--- src/hdl/gf16mi_pkg.sv ---
// shared types, codes and field arithmetic for the gf(2^16) multiply / invert unit
`timescale 1ns / 1ps

package gf16mi_pkg;

    // field element width and low bits of x^16 + x^5 + x^3 + x + 1
    localparam int          ELEM_W   = 16;
    localparam logic [15:0] POLY_LOW = 16'h002b;

    // action codes carried in tuser
    localparam logic ACT_MUL = 1'b0;
    localparam logic ACT_INV = 1'b1;

    // stage operand source codes
    localparam int SRC_A  = 0;
    localparam int SRC_X2 = 1;
    localparam int SRC_X4 = 2;

    // stage save target codes
    localparam int SAVE_NONE = 0;
    localparam int SAVE_X2   = 1;
    localparam int SAVE_X4   = 2;

    // request as it moves down the pipeline
    typedef struct packed {
        logic        act;
        logic [15:0] a;
        logic [15:0] b;
        logic [15:0] x2;
        logic [15:0] x4;
        logic [15:0] cur;
    } t_stage_data;

    // reduce a 31-bit carry-less product, two folds since the polynomial tail is short
    function automatic logic [15:0] gf_reduce(input logic [30:0] p);
        logic [19:0] h1;
        logic [19:0] t;
        logic [15:0] h2;
        logic [15:0] r;
        h1 = {5'd0, p[30:16]};
        t  = {4'd0, p[15:0]} ^ h1 ^ (h1 << 1) ^ (h1 << 3) ^ (h1 << 5);
        h2 = {12'd0, t[19:16]};
        r  = t[15:0] ^ h2 ^ (h2 << 1) ^ (h2 << 3) ^ (h2 << 5);
        return r;
    endfunction

    // full field multiply: independent partial products, then reduction
    function automatic logic [15:0] gf_mul(input logic [15:0] x, input logic [15:0] y);
        logic [30:0] p;
        p = '0;
        for (int i = 0; i < ELEM_W; i++) begin
            if (y[i]) begin
                p = p ^ ({15'd0, x} << i);
            end
        end
        return gf_reduce(p);
    endfunction

    // squaring is linear: spread bits to even positions and reduce
    function automatic logic [15:0] gf_sq(input logic [15:0] v);
        logic [30:0] p;
        p = '0;
        for (int i = 0; i < ELEM_W; i++) begin
            p[2*i] = v[i];
        end
        return gf_reduce(p);
    endfunction

    // repeated squaring, v^(2^n), n is a small elaboration constant
    function automatic logic [15:0] gf_sq_n(input logic [15:0] v, input int n);
        logic [15:0] r;
        r = v;
        for (int i = 0; i < n; i++) begin
            r = gf_sq(r);
        end
        return r;
    endfunction

endpackage

--- src/hdl/gf16mi_stage.sv ---
// one multiplier stage of the inversion chain, also carries multiply requests
`timescale 1ns / 1ps

module gf16mi_stage #(
    parameter int SQ_N     = 1,
    parameter int SRC      = gf16mi_pkg::SRC_A,
    parameter int SAVE     = gf16mi_pkg::SAVE_NONE,
    parameter bit MUL_HERE = 1'b0
) (
    input  logic                    i_clk,
    input  logic                    i_rst_n,
    input  logic                    i_valid,
    input  gf16mi_pkg::t_stage_data i_data,
    output logic                    o_ready,
    output logic                    o_valid,
    output gf16mi_pkg::t_stage_data o_data,
    input  logic                    i_ready
);

    logic                    r_valid;
    gf16mi_pkg::t_stage_data r_data;
    gf16mi_pkg::t_stage_data n_data;
    logic [15:0]             w_src;
    logic [15:0]             w_opx;
    logic [15:0]             w_opy;
    logic [15:0]             w_prod;
    logic                    w_inv;

    assign w_inv = (i_data.act == gf16mi_pkg::ACT_INV);

    // pick the saved power this step multiplies by
    always_comb begin
        case (SRC)
            gf16mi_pkg::SRC_X2: w_src = i_data.x2;
            gf16mi_pkg::SRC_X4: w_src = i_data.x4;
            default:            w_src = i_data.a;
        endcase
    end

    // one field multiply per stage
    assign w_opx  = w_inv ? gf16mi_pkg::gf_sq_n(i_data.cur, SQ_N) : i_data.cur;
    assign w_opy  = w_inv ? w_src : i_data.b;
    assign w_prod = gf16mi_pkg::gf_mul(w_opx, w_opy);

    // next payload: inverse chain step, or the product in the multiply stage
    always_comb begin
        n_data = i_data;
        if (w_inv) begin
            n_data.cur = w_prod;
            case (SAVE)
                gf16mi_pkg::SAVE_X2: n_data.x2 = w_prod;
                gf16mi_pkg::SAVE_X4: n_data.x4 = w_prod;
                default:             n_data.x2 = i_data.x2;
            endcase
        end else if (MUL_HERE) begin
            n_data.cur = w_prod;
        end
    end

    // stage moves when empty or when downstream takes
    assign o_ready = !r_valid || i_ready;

    always_ff @(posedge i_clk) begin
        if (!i_rst_n) begin
            r_valid <= 1'b0;
        end else if (o_ready) begin
            r_valid <= i_valid;
        end
    end

    always_ff @(posedge i_clk) begin
        if (o_ready && i_valid) begin
            r_data <= n_data;
        end
    end

    assign o_valid = r_valid;
    assign o_data  = r_data;

endmodule

--- src/hdl/gf16mi_out.sv ---
// output register: final squaring for inverse, product passes through
`timescale 1ns / 1ps

module gf16mi_out (
    input  logic                    i_clk,
    input  logic                    i_rst_n,
    input  logic                    i_valid,
    input  gf16mi_pkg::t_stage_data i_data,
    output logic                    o_ready,
    output logic                    o_valid,
    output logic [15:0]             o_result,
    input  logic                    i_ready
);

    logic        r_valid;
    logic [15:0] r_result;
    logic [15:0] n_result;

    // a^(2^15-1) squared gives a^(2^16-2)
    assign n_result = (i_data.act == gf16mi_pkg::ACT_INV) ? gf16mi_pkg::gf_sq(i_data.cur)
                                                          : i_data.cur;

    assign o_ready = !r_valid || i_ready;

    always_ff @(posedge i_clk) begin
        if (!i_rst_n) begin
            r_valid <= 1'b0;
        end else if (o_ready) begin
            r_valid <= i_valid;
        end
    end

    always_ff @(posedge i_clk) begin
        if (o_ready && i_valid) begin
            r_result <= n_result;
        end
    end

    assign o_valid  = r_valid;
    assign o_result = r_result;

endmodule

--- src/hdl/gf2_16_mul_inv_unit.sv ---
// top level of the gf(2^16) multiply / invert unit
`timescale 1ns / 1ps

// Field arithmetic over GF(2^16), polynomial x^16 + x^5 + x^3 + x + 1.
// Request channel (s_axis): tuser is the action (0 multiply, 1 invert),
// tdata holds operand a in bits 15:0 and operand b in bits 31:16.
// Result channel (m_axis): tdata holds the 16-bit product or inverse.
// Invert computes a^(2^16-2) with an addition chain of six multiplies,
// one multiplier per stage; the inverse of zero is zero. Multiply uses the
// first stage's multiplier and rides along the rest of the chain.
// Seven register stages (six multiplier stages and the output register) lie
// between an accepted request and its result. Throughput: one request per
// cycle while m_axis_tready is high; a held result stalls the chain.
// Reset empties the pipeline (all valid bits cleared); nothing else is kept.
// When m_axis_tready is low, stages fill behind the held result and
// s_axis_tready drops only once the pipeline is full; nothing is lost.

module gf2_16_mul_inv_unit (
    input  logic        i_clk,
    input  logic        i_rst_n,
    input  logic        s_axis_tvalid,
    output logic        s_axis_tready,
    input  logic [31:0] s_axis_tdata,   // operand_a[15:0], operand_b[31:16]
    input  logic        s_axis_tuser,   // action[0]
    output logic        m_axis_tvalid,
    input  logic        m_axis_tready,
    output logic [15:0] m_axis_tdata    // field_result[15:0]
);

    localparam int NSTG = 6;

    // per-stage operand source, save target and square count of the chain
    localparam int SQ_TAB   [NSTG] = '{1, 2, 4, 4, 2, 1};
    localparam int SRC_TAB  [NSTG] = '{gf16mi_pkg::SRC_A,  gf16mi_pkg::SRC_X2,
                                       gf16mi_pkg::SRC_X4, gf16mi_pkg::SRC_X4,
                                       gf16mi_pkg::SRC_X2, gf16mi_pkg::SRC_A};
    localparam int SAVE_TAB [NSTG] = '{gf16mi_pkg::SAVE_X2,   gf16mi_pkg::SAVE_X4,
                                       gf16mi_pkg::SAVE_NONE, gf16mi_pkg::SAVE_NONE,
                                       gf16mi_pkg::SAVE_NONE, gf16mi_pkg::SAVE_NONE};

    logic                    w_valid [NSTG+1];
    logic                    w_ready [NSTG+1];
    gf16mi_pkg::t_stage_data w_data  [NSTG+1];

    // unpack the request into the pipeline record
    always_comb begin
        w_data[0]     = '0;
        w_data[0].act = s_axis_tuser;
        w_data[0].a   = s_axis_tdata[15:0];
        w_data[0].b   = s_axis_tdata[31:16];
        w_data[0].cur = s_axis_tdata[15:0];
    end
    assign w_valid[0]    = s_axis_tvalid;
    assign s_axis_tready = w_ready[0];

    // multiplier chain: x2, x4, x8, x12, x14, x15 powers of a
    for (genvar g = 0; g < NSTG; g++) begin : g_stage
        gf16mi_stage #(
            .SQ_N     (SQ_TAB[g]),
            .SRC      (SRC_TAB[g]),
            .SAVE     (SAVE_TAB[g]),
            .MUL_HERE (g == 0)
        ) u_stage (
            .i_clk   (i_clk),
            .i_rst_n (i_rst_n),
            .i_valid (w_valid[g]),
            .i_data  (w_data[g]),
            .o_ready (w_ready[g]),
            .o_valid (w_valid[g+1]),
            .o_data  (w_data[g+1]),
            .i_ready (w_ready[g+1])
        );
    end

    // final square and result register
    gf16mi_out u_out (
        .i_clk    (i_clk),
        .i_rst_n  (i_rst_n),
        .i_valid  (w_valid[NSTG]),
        .i_data   (w_data[NSTG]),
        .o_ready  (w_ready[NSTG]),
        .o_valid  (m_axis_tvalid),
        .o_result (m_axis_tdata),
        .i_ready  (m_axis_tready)
    );

endmodule

--- config.mk ---
export PLATFORM = sky130hd
export DESIGN_NAME = gf2_16_mul_inv_unit
export DESIGN_NICKNAME = d
export VERILOG_FILES = /design/src/hdl/gf16mi_pkg.sv /design/src/hdl/gf16mi_stage.sv /design/src/hdl/gf16mi_out.sv /design/src/hdl/gf2_16_mul_inv_unit.sv
export SDC_FILE = /design/constraint.sdc
export NUM_CORES = 2
export LEC_CHECK = 0
export ABC_CLOCK_PERIOD_IN_PS = 9980
export BUFFER_PORTS_ARGS = -buffer_cell sky130_fd_sc_hd__buf_2
export CAP_MARGIN = 10
export CORE_MARGIN = 3
export CORE_UTILIZATION = 40
export DETAILED_ROUTE_END_ITERATION = 7
export PLACE_DENSITY = 0.51
export SLEW_MARGIN = 20
export SYNTH_ARGS = -nofsm -noshare
export SYNTH_HDL_FRONTEND = slang
export SYNTH_SLANG_ARGS = --single-unit
--- constraint.sdc ---
create_clock -name i_clk -period 9.98 [get_ports i_clk]
set_input_delay 1.497 -clock i_clk [delete_from_list [all_inputs] [get_ports i_clk]]
set_output_delay 1.497 -clock i_clk [all_outputs]
set_load 0.005 [all_outputs]
==> results.py <==
metrics = {
    "run_status": {
        "outcome": "completed",
    },
    "grt": {
        "grt_max_degree": 76,
        "grt_pass1_vias": 29838,
        "grtUsageMet3_pct": 2.74,
        "gr-total-overflow": 0,
        "grt.busiest_layer": "met2",
        "grt_pass1_wl_microns": 194000,
        "grt.met1_usage_pct": 32.5,
        "grt_usage_pct": 23.5,
        "antenna_found_initial": 0,
        "use_met2_pct": 38.6,
    },
    "route": {
        "ant_nets": 0,
        "wire_per_inst_microns": 21.6,
        "wirelength_microns": 127000,
        "drt-vias-per-instance": 5.13,
        "dr.pass1.iters": 6,
        "first_iter_violations": 2422,
        "vias": 30138,
        "route.detailed.drc": 0,
    },
    "die": {
        "start_util_pct": 40.4,
        "row_count": 117,
        "boundaryPins": 55,
        "chipHeight_microns": 327,
        "coreArea_sq_mm": 0.102,
        "dieArea_sq_mm": 0.107,
        "fp.dieW_microns": 327,
    },
    "cells_and_area": {
        "drive_above_1_share_pct": 8.49,
        "syn_to_final_growth_pct": 8.35,
        "mostFrequentLayoutCell": "nor2_1",
        "most-common-layout-cells": "nor2_1 (1406), xnor2_1 (1245), edfxtp_1 (374)",
        "register_area_sq_mm": 0.0114,
        "final_nets": 4518,
        "final_core_util_pct": 43.8,
        "nFillCells": 9928,
        "n_antenna_cell": 0,
        "multi_input_area_sq_mm": 0.0286,
    },
    "timing": {
        "fin_skew_ps": 47.0,
        "fin_ws_ps": 5120,
        "relSlewSlack_pct": 25.3,
        "setup_viol": 0,
        "worst_pin_slew_ps": 1120,
        "max_freq_ghz": 0.206,
        "hold_viol": 0,
        "period_share_pct": 48.7,
        "finalMaxSlewViolations": 0,
        "rsz0062_at_grt": "no",
        "tns_ps": 0,
        "finalCriticalPeriod_ps": 4860,
    },
    "synthesis": {
        "syn-num-nets": 4552,
        "synth_cell_types": 55,
        "synthFlopType": "edfxtp_1",
        "synth_edf_count": 374,
        "syn_avg_cell_area_sq_um": 9.14,
        "yosysSeqAreaShare_pct": 27.6,
        "synth-simple-area-share_pct": 14.9,
        "synth-xor-area-share_pct": 45.7,
        "yosys_warnings": 0,
        "synth_area_sq_mm": 0.0413,
        "async_reset_ff_share_pct": 0,
        "synth_cells": 4515,
        "synth_top_family_by_area": "XOR/XNOR gates",
        "synth_compound_area_share_pct": 4.30,
        "yosys_register_bits": 381,
        "synthAdderAreaFrac_pct": 0,
        "muxShareOfSynthArea_pct": 4.14,
    },
    "placement": {
        "pre_cts_ws_ps": 5020,
        "numPortBuffers": 54,
        "gp_congestion": 0.870,
        "dp_hpwl_microns": 86200,
    },
    "cts": {
        "htreeDepth": 2,
        "cts_tree": "yes",
        "cts_resized": 0,
        "clk_pin_slew_ps": 70,
        "clk_latency_ps": 590,
        "cts-root-buf": "clkbuf_16",
        "cts_inserted_buffers": 41,
        "cts_sinks": 381,
        "cts_hold_buf": 0,
        "postCtsSetupBuffers": 0,
        "cts_buffer_depth": 3,
    },
    "critical_path": {
        "path_class": "reg -> reg",
        "cp-end-kind": "flop",
        "cp_max_fo": 17,
        "required_ps": 10330,
        "worstSetupStartpointType": "flop",
        "critPathArrivalTime_ps": 5210,
    },
    "job": {
        "maxCapViolations": 0,
    },
    "hold_path": {
        "hold_path.class": "reg -> reg",
    },
}
==> area by class of cell <==
cell class	count	share of cell area (%)
Sequential cell	381	25.4
Tap cell	1368	3.83
Clock buffer	49	2.45
Timing Repair Buffer	232	3.59
Clock inverter	23	0.565
Inverter	23	0.193
Multi-Input combinational cell	3802	63.9
==> metrics by stage <==
step / hold slack (ps) / area (sq um) / std cells
2_1_floorplan: 400 / 41300 / 4515
3_3_place_gp: 402 / 43300 / 5806
3_5_place_dp: 405 / 43300 / 5806
4_1_cts: 375 / 44700 / 5878
5_1_grt: 387 / 44700 / 5878
6_report: 388 / 44700 / 5878
==> registers in the layout, indices dropped and copies added, names as in the netlist <==
register / flops
g_stage.u_stage.o_data: 358
g_stage.u_stage.o_valid: 6
u_out.o_result: 16
u_out.o_valid: 1
==> Yosys cell counts, types with 9 or more instances <==
cell / instances / area [sq um]
a21o_1: 34 / 255
and2_1: 34 / 213
mux2_2: 42 / 473
buf_2: 15 / 75.1
o22ai_1: 9 / 56.3
or3_1: 13 / 81.3
inv_1: 23 / 86.3
xnor2_1: 1245 / 10900
edfxtp_1: 374 / 11200
clkbuf_1: 270 / 1010
a211oi_1: 16 / 120
nand2b_1: 20 / 125
mux2i_1: 122 / 1220
nor2b_1: 22 / 138
o21ai_0: 31 / 155
xor2_1: 302 / 2650
nand2_1: 64 / 240
nor2_1: 1406 / 5280
xnor3_1: 197 / 4440
xor3_1: 21 / 499
buf_1: 10 / 37.5
a32oi_1: 22 / 193
a21boi_1: 9 / 67.6
a21oi_1: 117 / 586
==> cells by family after synthesis <==
| group | after synthesis |
|---|---|
| xor gates and xnor gates | 1782 |
| and+or+nand+nor | 1573 |
| DFF | 381 |
| buffers and inverters | 332 |
| AOI/OAI and AO/OA | 282 |
| muxes | 165 |
==> final timing paths <==
| check | slack, ps | depth (start not counted) | end | from |
|---|---|---|---|---|
| max | 5120 | 11 | g_stage[2].u_stage.o_data[8]$_DFFE_PP_ | g_stage[1].u_stage.o_data[14]$_DFFE_PP_ |
| min | 390 | 0 | g_stage[3].u_stage.o_data[39]$_DFFE_PP_ | g_stage[2].u_stage.o_data[39]$_DFFE_PP_ |
| max reg2reg | 5120 | 11 | g_stage[2].u_stage.o_data[8]$_DFFE_PP_ | g_stage[1].u_stage.o_data[14]$_DFFE_PP_ |
| min reg2reg | 390 | 0 | g_stage[3].u_stage.o_data[39]$_DFFE_PP_ | g_stage[2].u_stage.o_data[39]$_DFFE_PP_ |
==> worst max-delay path: stages, from the launching register on <==
cell,delay (ps)
edfxtp_1,610
xor3_1,550
xnor3_1,370
o21a_1,640
nor2_1,110
xnor3_1,400
xor3_1,410
xnor3_2,500
xor2_2,220
xnor3_1,360
xor2_1,190
mux2_4,270
==> metal layers <==
| metal | vias to the layer above | part of all wire [%] |
|---|---|---|
| met5 | - | 0 |
| met2 | 948 | 47 |
| met4 | 0 | 3.0 |
| met3 | 228 | 5.5 |
| met1 | 14562 | 45 |
| li1 | 14400 | - |
Power is not shown: default switching activity piles up to over one toggle a cycle in this logic, so the estimate is an artifact.
